$ cat config.mk
export PLATFORM = sky130hd
export DESIGN_NAME = perl_fade
export DESIGN_NICKNAME = d
export VERILOG_FILES = /design/src/hdl/perl_pkg.sv /design/src/hdl/perl_fade.sv
export SDC_FILE = /design/constraint.sdc
export NUM_CORES = 2
export LEC_CHECK = 0
export ABC_AREA = 1
export BUFFER_PORTS_ARGS = -buffer_cell sky130_fd_sc_hd__buf_4
export CAP_MARGIN = 0
export CORE_MARGIN = 2
export CORE_UTILIZATION = 65
export DETAILED_ROUTE_END_ITERATION = 7
export MAX_ROUTING_LAYER = met4
export PLACE_DENSITY = 0.82
export SYNTH_ARGS = -nofsm -noshare
export SYNTH_HDL_FRONTEND = slang
export SYNTH_SLANG_ARGS = --single-unit
$ cat constraint.sdc
create_clock -name clk_i -period 8.75 [get_ports clk_i]
set_input_delay 1.75 -clock clk_i [delete_from_list [all_inputs] [get_ports clk_i]]
set_output_delay 1.75 -clock clk_i [all_outputs]
set_load 0.1 [all_outputs]
$ cat src/hdl/perl_pkg.sv
`timescale 1ns / 1ps

package perl_pkg;

  // Fixed-point formats.
  localparam int FracW  = 16;                // fraction bits of a coordinate
  localparam int WghtW  = FracW + 1;         // fade weight, unsigned Q0.16, 0..1.0
  localparam int OffW   = FracW + 2;         // corner offset, signed Q16
  localparam int DotW   = OffW + 1;          // corner dot product, signed Q16
  localparam int OutW   = 18;                // noise result, signed Q2.16

  // Fade polynomial 6t^5 - 15t^4 + 10t^3.
  localparam int FadeA  = 6;
  localparam int FadeB  = 15;
  localparam int FadeC  = 10;
  localparam logic [WghtW-1:0] FadeOne = WghtW'(1) << FracW;

  // Output saturation limits.
  localparam logic signed [DotW-1:0] OutMax = DotW'((1 << (OutW - 1)) - 1);
  localparam logic signed [DotW-1:0] OutMin = -DotW'(1 << (OutW - 1));

  // Gradient codes: the four diagonals.
  localparam logic [1:0] GradPP = 2'd0;      // ( 1,  1)
  localparam logic [1:0] GradNP = 2'd1;      // (-1,  1)
  localparam logic [1:0] GradNN = 2'd2;      // (-1, -1)
  localparam logic [1:0] GradPN = 2'd3;      // ( 1, -1)

  // Dot product of a diagonal gradient with a corner offset.
  function automatic logic signed [DotW-1:0] corner_dot(
    input logic [1:0]               grad,
    input logic signed [OffW-1:0]   dx,
    input logic signed [OffW-1:0]   dy
  );
    logic signed [DotW-1:0] ex;
    logic signed [DotW-1:0] ey;
    logic signed [DotW-1:0] res;
    ex = DotW'(dx);
    ey = DotW'(dy);
    case (grad)
      GradPP:  res = ex + ey;
      GradNP:  res = ey - ex;
      GradNN:  res = -ex - ey;
      GradPN:  res = ex - ey;
      default: res = ex + ey;
    endcase
    return res;
  endfunction

endpackage

$ cat src/hdl/perl_fade.sv
`timescale 1ns / 1ps

// Quintic fade curve as a five-stage pipeline, one multiplier per stage.
module perl_fade import perl_pkg::*; (
  input  logic             clk_i,
  input  logic [FracW-1:0] f_i,
  output logic [WghtW-1:0] w_o
);

  localparam int PW  = 2 * FracW + 4;        // polynomial p, Q32, at most 10 * 2^32
  localparam int R1W = 2 * FracW + 2;        // p * f in Q32, below 2.02 * 2^32
  localparam int R2W = 2 * FracW + 1;        // p * f^2 in Q32, below 1.2 * 2^32
  localparam int R3W = WghtW + 1;

  logic [FracW-1:0]   f_q [4];
  logic [2*FracW-1:0] sq_q;
  logic [PW-1:0]      p_d, p_q;
  logic [R1W-1:0]     r1_d, r1_q;
  logic [R2W-1:0]     r2_d, r2_q;
  logic [PW+FracW-1:0]  m1;
  logic [R1W+FracW-1:0] m2;
  logic [R2W+FracW:0]   m3;
  logic [R3W-1:0]     r3;
  logic [WghtW-1:0]   w_d, w_q;

  // The polynomial 6f^2 - 15f + 10 in Q32; it stays positive over the whole fraction range.
  assign p_d = PW'(sq_q) * PW'(FadeA) + (PW'(FadeC) << (2 * FracW))
             - ((PW'(f_q[0]) * PW'(FadeB)) << FracW);

  // Three successive multiplications by the fraction; the first two are truncated to Q32.
  assign m1   = (PW + FracW)'(p_q) * (PW + FracW)'(f_q[1]);
  assign r1_d = R1W'(m1 >> FracW);
  assign m2   = (R1W + FracW)'(r1_q) * (R1W + FracW)'(f_q[2]);
  assign r2_d = R2W'(m2 >> FracW);

  // Last product rounds half up to Q0.16 and is clamped to one.
  assign m3  = (R2W + FracW + 1)'(r2_q) * (R2W + FracW + 1)'(f_q[3])
             + ((R2W + FracW + 1)'(1) << (2 * FracW - 1));
  assign r3  = R3W'(m3 >> (2 * FracW));
  assign w_d = (r3 > R3W'(FadeOne)) ? FadeOne : WghtW'(r3);

  // Pipeline registers; the fraction travels alongside.
  always_ff @(posedge clk_i) begin
    sq_q   <= (2 * FracW)'(f_i) * (2 * FracW)'(f_i);
    f_q[0] <= f_i;
    f_q[1] <= f_q[0];
    f_q[2] <= f_q[1];
    f_q[3] <= f_q[2];
    p_q    <= p_d;
    r1_q   <= r1_d;
    r2_q   <= r2_d;
    w_q    <= w_d;
  end

  assign w_o = w_q;

endmodule

==> flow_summary.yaml <==
sta:
  worstMarginPinSlew_ns: 1.343
  maxSlewViolCount: 0
  period_minus_slack_ns: 7.268
  hold_viol: 0
  setup_viol: 0
  fin_crit_sh: 0.8307
  rsz0062_at_grt: "false"
  fin_tns_setup_ns: 0
  timing.fmax_mhz: 137.6
  fin_worst_skew_ns: 0.01745
  max_slew_margin: 0.1034
yosys:
  synth.distinct_cells: 52
  synth_edf_count: 0
  syn_area_mm2: 0.06941
  ys_ff_latch: 211
  yosysSeqAreaShare: 0.06085
  ys_async_sr_fraction: 0
  synthesis.instances: 8955
  synthesis.nets: 11078
  synth_flop_cell: "dfxtp_1"
  synth_area_per_cell_um2: 7.751
  yosysWarnings: 0
cts:
  clock_path_buffers: 3
  clkTransAtPathRegs_ns: 0.06
  cts_setup_buffers: 0
  cts_inserted_buffers: 28
  htree_levels: 1
  cts_resized: 0
  hold_buffers: 0
  ctsRootBufferMaster: "clkbuf_16"
  clk_latency_ns: 0.60
  numClockSinks: 211
  cts_tree: "yes"
global_routing:
  grt_pass1_vias: 59480
  grt_max_degree: 36
  overflow: 0
  antenna_found_initial: 0
  grt_pass1_wl_um: 297400
  grt_usage: 0.3512
floorplan:
  core_area_mm2: 0.1056
  die_height_um: 330.8
  start_util: 0.6575
  die_width_um: 330.8
  die_area_mm2: 0.1094
  num_rows: 119
  io_pins: 34
worst_setup_path:
  crit_family: "adder cells"
  crit_top_cell: "nand2_1"
  max_stage_delay_ns: 1.01
  crit_slowest_cell: "dfxtp_1"
  arrival_ns: 7.71
  crit_path_end_kind: "flop"
  path_max_fanout: 20
  critPathKind: "flop to flop"
  startpoint_type: "flop"
  cp.required_ns: 9.19
  critPathBufInv: 6
layout:
  regArea_mm2: 0.004233
  final_nets: 10772
  multiInputGateArea_mm2: 0.05411
  nFillCells: 8731
  final_cell_mix: "inv_1, nand2_1, fa_1"
  final_layout_size_suffix_gt1_frac: 0.02064
  final_common_cell: "inv_1"
  n_antenna_cell: 0
  syn_to_final_growth_pct: 2.572
place:
  place.gp.congestion: 0.9678
  io_buffer_count: 33
  hpwl_um: 141900
routing:
  vias: 55258
  finalWirelength_um: 177600
  via_per_inst: 5.492
  ant_nets: 0
  first_pass_iters: 8
  dr.first_iter.drc_count: 4456
  drc: 0
  wire_per_inst_um: 17.65
min_path:
  min_path_type: "flop to flop"
run_status:
  status: "completed"
run:
  maxCapViolCount: 0
-- per-layer routing --
layer  global-route usage  share of wire
met5                    -              0
met4               0.1207          0.040
met3              0.05474          0.089
met2               0.5875           0.49
met1               0.4358           0.38
-- metrics by stage --
step,hold slack (ns),utilization,area [µm²],instances,worst slack (ns)
6_report,0.4977,0.6745,71200,10062,1.482
4_1_cts,0.5003,0.6745,71200,10062,1.507
5_1_grt,0.5268,0.6745,71200,10062,0.9731
2_1_floorplan,0.3258,-,69410,8955,1.717
3_5_place_dp,0.4903,0.6649,70190,10010,1.502
3_3_place_gp,0.4933,0.6649,70190,10010,1.398
-- path summary, 6_finish.rpt --
check | startpoint | endpoint | slack, ns | depth (start not counted)
hold / removal | f_q[0][4] | f_q[1][4] | 0.50 | 0
setup / recovery | f_q[3][9] | w_o[3] | 1.48 | 25
setup reg to reg | f_q[3][9] | w_o[3] | 1.48 | 25
hold reg to reg | f_q[0][4] | f_q[1][4] | 0.50 | 0
-- cells in the mapped netlist, types with 2 or more instances --
library cell  instances  area (µm²)
inv_1              2521        9463
nand2_1            2421        9087
fa_1               1528       30590
ha_1                578        7232
clkbuf_1            411        1543
a21oi_1             312        1562
nor2_1              283        1062
dfxtp_1             211        4224
o21ai_0             131       655.6
xor2_1              122        1069
nand3_1             109       545.5
xnor2_1              66       578.1
nor3_1               33       165.2
nand4_1              31       193.9
a31oi_1              28       175.2
o21a_1               24       180.2
a21o_1               18       135.1
o21bai_1             17       127.6
a21oi_2              10       87.58
o21ai_1               8       40.04
a21boi_0              7       52.55
nor4_1                7       43.79
o31ai_1               7       52.55
inv_2                 5       18.77
nand3b_1              5       37.54
nor2_2                5       31.28
nor3_2                5       50.05
o2111ai_1             5       43.79
a211oi_1              4       30.03
a221oi_1              4       35.03
nand2_2               4       25.02
and3_1                3       18.77
buf_1                 3       11.26
buf_6                 3       33.78
o221ai_1              3       26.28
or2_2                 3       18.77
a311oi_1              2       17.52
buf_2                 2       10.01
o211ai_1              2       15.01
o221a_2               2       22.52
-- flip-flops by register name (all words and copies together) (netlist names) --
register,cells
p_q,33
r1_q,34
f_q,64
w_o,17
sq_q,30
r2_q,33
-- kinds of logic (layout without fill, tap and decap cells) --
group / after synthesis / in the layout / synth area share
compound gates: 589 / 589 / 0.04757
flops: 211 / 211 / 0.06085
xor+xnor: 188 / 188 / 0.02372
simple gates: 2915 / 2915 / 0.1633
fa+ha+maj: 2106 / 2106 / 0.5449
buf+inv: 2946 / 2662 / 0.1597
-- cell type report --
type / instances / share of cell area
clock buffers: 31 / 0.01014
clock inverters: 21 / 0.004024
inverters: 2526 / 0.1332
multi-input cells: 5798 / 0.7599
flip-flops and latches: 211 / 0.05945
well taps: 1391 / 0.02444
repair buffers: 84 / 0.008857
Power is left out: the tool's default activity adds up to more than one toggle a clock period on the data nets, which glitch-free logic cannot reach.
