### src/hdl/perl_pkg.sv
`timescale 1ns / 1ps

package perl_pkg;

  // Fixed-point formats.
  localparam int FracW  = 16;                // fraction bits of a coordinate
  localparam int WghtW  = FracW + 1;         // fade weight, unsigned Q0.16, 0..1.0
  localparam int OffW   = FracW + 2;         // corner offset, signed Q16
  localparam int DotW   = OffW + 1;          // corner dot product, signed Q16
  localparam int OutW   = 18;                // noise result, signed Q2.16

  // Fade polynomial 6t^5 - 15t^4 + 10t^3.
  localparam int FadeA  = 6;
  localparam int FadeB  = 15;
  localparam int FadeC  = 10;
  localparam logic [WghtW-1:0] FadeOne = WghtW'(1) << FracW;

  // Output saturation limits.
  localparam logic signed [DotW-1:0] OutMax = DotW'((1 << (OutW - 1)) - 1);
  localparam logic signed [DotW-1:0] OutMin = -DotW'(1 << (OutW - 1));

  // Gradient codes: the four diagonals.
  localparam logic [1:0] GradPP = 2'd0;      // ( 1,  1)
  localparam logic [1:0] GradNP = 2'd1;      // (-1,  1)
  localparam logic [1:0] GradNN = 2'd2;      // (-1, -1)
  localparam logic [1:0] GradPN = 2'd3;      // ( 1, -1)

  // Dot product of a diagonal gradient with a corner offset.
  function automatic logic signed [DotW-1:0] corner_dot(
    input logic [1:0]               grad,
    input logic signed [OffW-1:0]   dx,
    input logic signed [OffW-1:0]   dy
  );
    logic signed [DotW-1:0] ex;
    logic signed [DotW-1:0] ey;
    logic signed [DotW-1:0] res;
    ex = DotW'(dx);
    ey = DotW'(dy);
    case (grad)
      GradPP:  res = ex + ey;
      GradNP:  res = ey - ex;
      GradNN:  res = -ex - ey;
      GradPN:  res = ex - ey;
      default: res = ex + ey;
    endcase
    return res;
  endfunction

endpackage

### src/hdl/perl_lerp.sv
`timescale 1ns / 1ps

// Two-stage linear blend a + round((b - a) * w / 2^16), rounding half up.
module perl_lerp import perl_pkg::*; (
  input  logic                   clk_i,
  input  logic [WghtW-1:0]       w_i,
  input  logic signed [DotW-1:0] a_i,
  input  logic signed [DotW-1:0] b_i,
  output logic signed [DotW-1:0] y_o
);

  localparam int DiffW = DotW + 1;
  localparam int ProdW = DiffW + WghtW + 1;

  logic signed [DiffW-1:0] diff;
  logic signed [ProdW-1:0] prod_d, prod_q;
  logic signed [ProdW-1:0] rnd;
  logic signed [DotW-1:0]  a_q;
  logic signed [DotW-1:0]  y_d, y_q;

  // First stage: weighted difference.
  assign diff   = DiffW'(b_i) - DiffW'(a_i);
  assign prod_d = ProdW'(diff) * ProdW'(signed'({1'b0, w_i}));

  // Second stage: round and add back; the result lies between a and b.
  assign rnd = (prod_q + (ProdW'(1) <<< (FracW - 1))) >>> FracW;
  assign y_d = a_q + DotW'(rnd);

  always_ff @(posedge clk_i) begin
    prod_q <= prod_d;
    a_q    <= a_i;
    y_q    <= y_d;
  end

  assign y_o = y_q;

endmodule

### config.mk
export PLATFORM = sky130hd
export DESIGN_NAME = perl_lerp
export DESIGN_NICKNAME = d
export VERILOG_FILES = /design/src/hdl/perl_pkg.sv /design/src/hdl/perl_lerp.sv
export SDC_FILE = /design/constraint.sdc
export NUM_CORES = 1
export LEC_CHECK = 0
export BUFFER_PORTS_ARGS = -buffer_cell sky130_fd_sc_hd__buf_2
export CAP_MARGIN = 20
export CORE_MARGIN = 2
export CORE_UTILIZATION = 35
export CTS_BUF_LIST = sky130_fd_sc_hd__clkbuf_4 sky130_fd_sc_hd__clkbuf_8
export CTS_CLUSTER_SIZE = 8
export DETAILED_ROUTE_END_ITERATION = 7
export PLACE_DENSITY = 0.54
export SYNTH_ARGS = -nofsm -noshare
export SYNTH_HDL_FRONTEND = slang
export SYNTH_SLANG_ARGS = --single-unit
### constraint.sdc
create_clock -name clk_i -period 10.2 [get_ports clk_i]
set_input_delay 1.53 -clock clk_i [delete_from_list [all_inputs] [get_ports clk_i]]
set_output_delay 1.53 -clock clk_i [all_outputs]
set_load 0.02 [all_outputs]
==> results.md <==
Run status:
- The flow ran to the end, and the final reports show no timing, DRC or antenna violations.

STA:
- The hold violation count in the final report is 0.
- Between clock sinks in the finished design, the worst skew comes to 12.0 ps.
- The number of slew-limit violations in the final report came to 0.
- The worst path needs 9500 ps of the cycle, external delays included.
- Static timing analysis puts the maximum clock frequency at 105 MHz.
- Setup violations remaining at the end of the flow were counted as 0.
- For the final routed database, the setup TNS stands at 0 ps.
- Setup repair after global routing left no endpoint under its margin.
- The final critical path takes up 93.1% of the cycle.
- The max-slew headroom at the worst pin is 25.1%.
- The slew at the pin with the worst max-slew slack is 1120 ps.
- Final hold analysis gives a worst-case slack of 467 ps.

GRT:
- The number of antenna violations at the first check in global routing is 1.
- The met2 track utilization from global routing is 31.6%.
- The busiest metal layer after global routing is met2.
- The via count of the first global-routing pass is 11510.
- For this run, global-route usage on met3 was measured as 1.78%.
- The first global-routing pass estimated 59800 um of wire.
- Global routing consumed, over all layers together, 17.1% of the routing resources.
- The largest net degree at the start of global routing is 21.
- The remaining global-route overflow is 0.
- Global routing consumed, on the met1 layer, 22.1% of the routing resources.

Floorplanning:
- In this run the standard cell core region covers 42100 um2.
- The full die area is 44500 um2.
- In this run the core area contains 75 standard-cell rows.
- The die is 211 um wide.
- The height of the chip is 211 um.
- 75 I/O pins were placed.
- The initial utilization of the core area, before any placement, comes to 35.6%.

Worst setup path:
- STA puts the critical path data arrival time at 9730 ps.
- The largest fanout on the critical path is 17.
- The critical path class is in2reg.
- The cell seen most often among critical-path stages is sky130_fd_sc_hd__fa_1.
- The biggest cell delay along the critical path is 600 ps.
- The largest individual stage delay along the critical path comes from the cell sky130_fd_sc_hd__nand3_1.
- The startpoint kind of the worst setup timing path is a primary input.
- The kind of end point of the critical path is a flop.
- The data required time at the worst endpoint is 10430 ps.

Drt:
- In the final routed layout, each cell accounts on average for 15.8 um.
- The number of vias per cell after detailed routing is 4.69.
- Wires add up to 35800 um.
- In this run, the number of DRC markers left after iteration 0 of detailed routing was 502.
- In the routed design, unresolved DRC markers number 0.
- The count of nets left with antenna violations after detail routing is 0.
- The number of search-and-repair iterations in the first detailed-routing pass is 5.
- The vias after detailed routing is 10630.

Layout:
- The total inserted antenna cells is 0.
- In the final design database the tool counted 2221 nets.
- The layout filler cell count is 4270.
- The share of final-layout standard cells stronger than drive strength 1 is 7.69%.
- The footprint of the flip-flops and latches is 1160 um2.
- Summing all multi-input logic gate instances after layout gives 12000 um2.
- Excluding fillers, the count of instances in the completed layout stands at 2268.
- The finished cells cover 16200 um2.
- The area growth from synthesis to layout is 7.82%.

Clock tree:
- Gates resized during post-CTS repair numbered 0.
- Post-CTS timing repair inserted 0 buffers for setup.
- The root buffer cell is sky130_fd_sc_hd__clkbuf_8.
- The longest clock path from root to sink contains 2 buffers.
- TritonCTS built the clock tree.
- The clock sink count is 58.
- The number of H-tree levels is 3.
- The clock-pin slew on the worst setup and hold paths is 70 ps.
- The total CTS buffers is 9.
- Buffers inserted to repair hold after CTS numbered 0.
- For the worst-skew pair, the clock arrives at the later sink with an insertion delay of 350 ps.

Synth:
- The average instance area after synthesis is 8.98 um2.
- After synthesis, the share of flip-flops with an asynchronous set or reset is 0%.
- The number of different library cells in the post-synthesis netlist is 63.
- The number of synthesized flops with an enable pin is 0.
- The share of synthesized area occupied by flip-flops and latches is 7.75%.
- After synthesis, the cell types taking the most area are sky130_fd_sc_hd__fa_1 (42%), sky130_fd_sc_hd__inv_1 (11%), sky130_fd_sc_hd__ha_1 (10%).
- Counting every net in the synthesized netlist gives 2167.
- The area of the mapped netlist is 15000 um2.
- The cell type contributing the most total cell area after synthesis is sky130_fd_sc_hd__fa_1.
- The main flop type after synthesis is sky130_fd_sc_hd__dfxtp_1.
- For this run, the number of Yosys warnings is 0.
- The flip-flop and latch count after synthesis is 58.
- Summed over its instances, the top area cell type makes up 42.5% of the synthesized netlist area.
- The synthesized instance count is 1670.

Place:
- In this run the cell area measured after placement is 16000 um2.
- The count of buffers from port buffering is 74.
- The weighted congestion reported at the end of routability-driven placement is 0.799.
- The post-placement cell count is 2252.
- The placed wire-length estimate is 29900 um.

Job:
- The max-cap check violation count is 0.

Min path:
- The path class of the tightest hold or removal check is reg2reg.
[worst paths after layout]
check	start	endpoint	slack, ps	cells past startpoint
setup reg to reg	prod_q[17]$_DFF_P_	y_o[18]$_DFF_P_	6330	15
hold / removal	a_q[0]$_DFF_P_	y_o[0]$_DFF_P_	470	1
setup / recovery	a_i[1]	prod_q[34]$_DFF_P_	700	31
hold reg to reg	a_q[0]$_DFF_P_	y_o[0]$_DFF_P_	470	1
[critical path, delay by kind of cell]
family,cells,cell delay [ps]
AOI/OAI and AO/OA,10,2490
xor gates and xnor gates,1,200
buffers and inverters,7,550
adders and majority gates,8,3460
and+or+nand+nor,5,1480
[cell usage in the layout (no fill, tap or decap), types with 3 or more instances in the layout]
cell type | Yosys | final
sky130_fd_sc_hd__ha_1 | 123 | 123
sky130_fd_sc_hd__xnor2_2 | 2 | 3
sky130_fd_sc_hd__clkbuf_4 | 0 | 3
sky130_fd_sc_hd__o21ai_1 | 4 | 4
sky130_fd_sc_hd__nand3_1 | 17 | 17
sky130_fd_sc_hd__dfxtp_1 | 58 | 58
sky130_fd_sc_hd__a31oi_1 | 3 | 3
sky130_fd_sc_hd__a211oi_1 | 4 | 4
sky130_fd_sc_hd__o21ai_0 | 17 | 17
sky130_fd_sc_hd__fa_1 | 318 | 318
sky130_fd_sc_hd__clkbuf_8 | 0 | 10
sky130_fd_sc_hd__xor2_1 | 20 | 20
sky130_fd_sc_hd__a21o_1 | 11 | 11
sky130_fd_sc_hd__o21bai_1 | 10 | 10
sky130_fd_sc_hd__o21a_1 | 8 | 8
sky130_fd_sc_hd__and2_2 | 7 | 7
sky130_fd_sc_hd__buf_4 | 1 | 21
sky130_fd_sc_hd__nand2b_1 | 12 | 12
sky130_fd_sc_hd__a21oi_1 | 40 | 40
sky130_fd_sc_hd__clkinv_2 | 0 | 3
sky130_fd_sc_hd__and3_1 | 9 | 9
sky130_fd_sc_hd__inv_1 | 443 | 443
sky130_fd_sc_hd__a211o_1 | 3 | 3
sky130_fd_sc_hd__nand2_1 | 174 | 174
sky130_fd_sc_hd__xnor2_1 | 66 | 65
sky130_fd_sc_hd__and2_1 | 148 | 148
sky130_fd_sc_hd__or3_1 | 3 | 3
sky130_fd_sc_hd__buf_2 | 5 | 74
sky130_fd_sc_hd__nor2_1 | 31 | 31
sky130_fd_sc_hd__nor2b_1 | 31 | 31
sky130_fd_sc_hd__nand4_1 | 4 | 4
sky130_fd_sc_hd__nor3_1 | 12 | 12
[flip-flops by register name (all words and copies together), names as in the netlist]
name    cells
prod_q     20
y_o        19
a_q        19
[logic make-up after synthesis]
group | after synthesis | synth area share, %
buf+inv | 495 | 12.5
simple gates | 459 | 15.8
fa+ha+maj | 441 | 52.7
compound gates | 127 | 5.73
xor+xnor | 90 | 5.50
flops | 58 | 7.75
[cells in the mapped netlist, drive strengths merged, types with 4 or more instances]
| cell | count |
|---|---|
| inv | 443 |
| fa | 318 |
| nand2 | 174 |
| and2 | 158 |
| ha | 123 |
| xnor2 | 68 |
| dfxtp | 58 |
| clkbuf | 45 |
| a21oi | 42 |
| nor2 | 32 |
| nor2b | 32 |
| o21ai | 21 |
| xor2 | 21 |
| nand3 | 17 |
| nand2b | 12 |
| nor3 | 12 |
| a21o | 11 |
| o21bai | 10 |
| and3 | 9 |
| o21a | 8 |
| buf | 7 |
| a211oi | 4 |
| nand4 | 4 |
[final cells by class]
| type | count | share of cell area [%] |
|---|---|---|
| inverter | 443 | 10.3 |
| tap | 539 | 4.17 |
| clock buffer | 13 | 0.991 |
| timing repair buffer | 95 | 3.27 |
| multi-input combinational | 1117 | 74.0 |
| sequential | 58 | 7.18 |
| clock inverter | 3 | 0.0929 |
[routing by layer]
metal  wire length, um  vias up
li1                  -     5009
met4               418        0
met5                 0        -
met1             15500     5415
met2             18600      178
met3              1200       28
[through the flow]
step	util, %	worst slack [ps]
after floorplan	-	1710
after global placement	37.9	499
after detailed placement	37.9	392
after CTS	38.4	745
after global routing	38.4	309
final	38.4	701
Power is left out: the tool's default activity adds up to more than one toggle a clock period on the data nets, which glitch-free logic cannot reach.
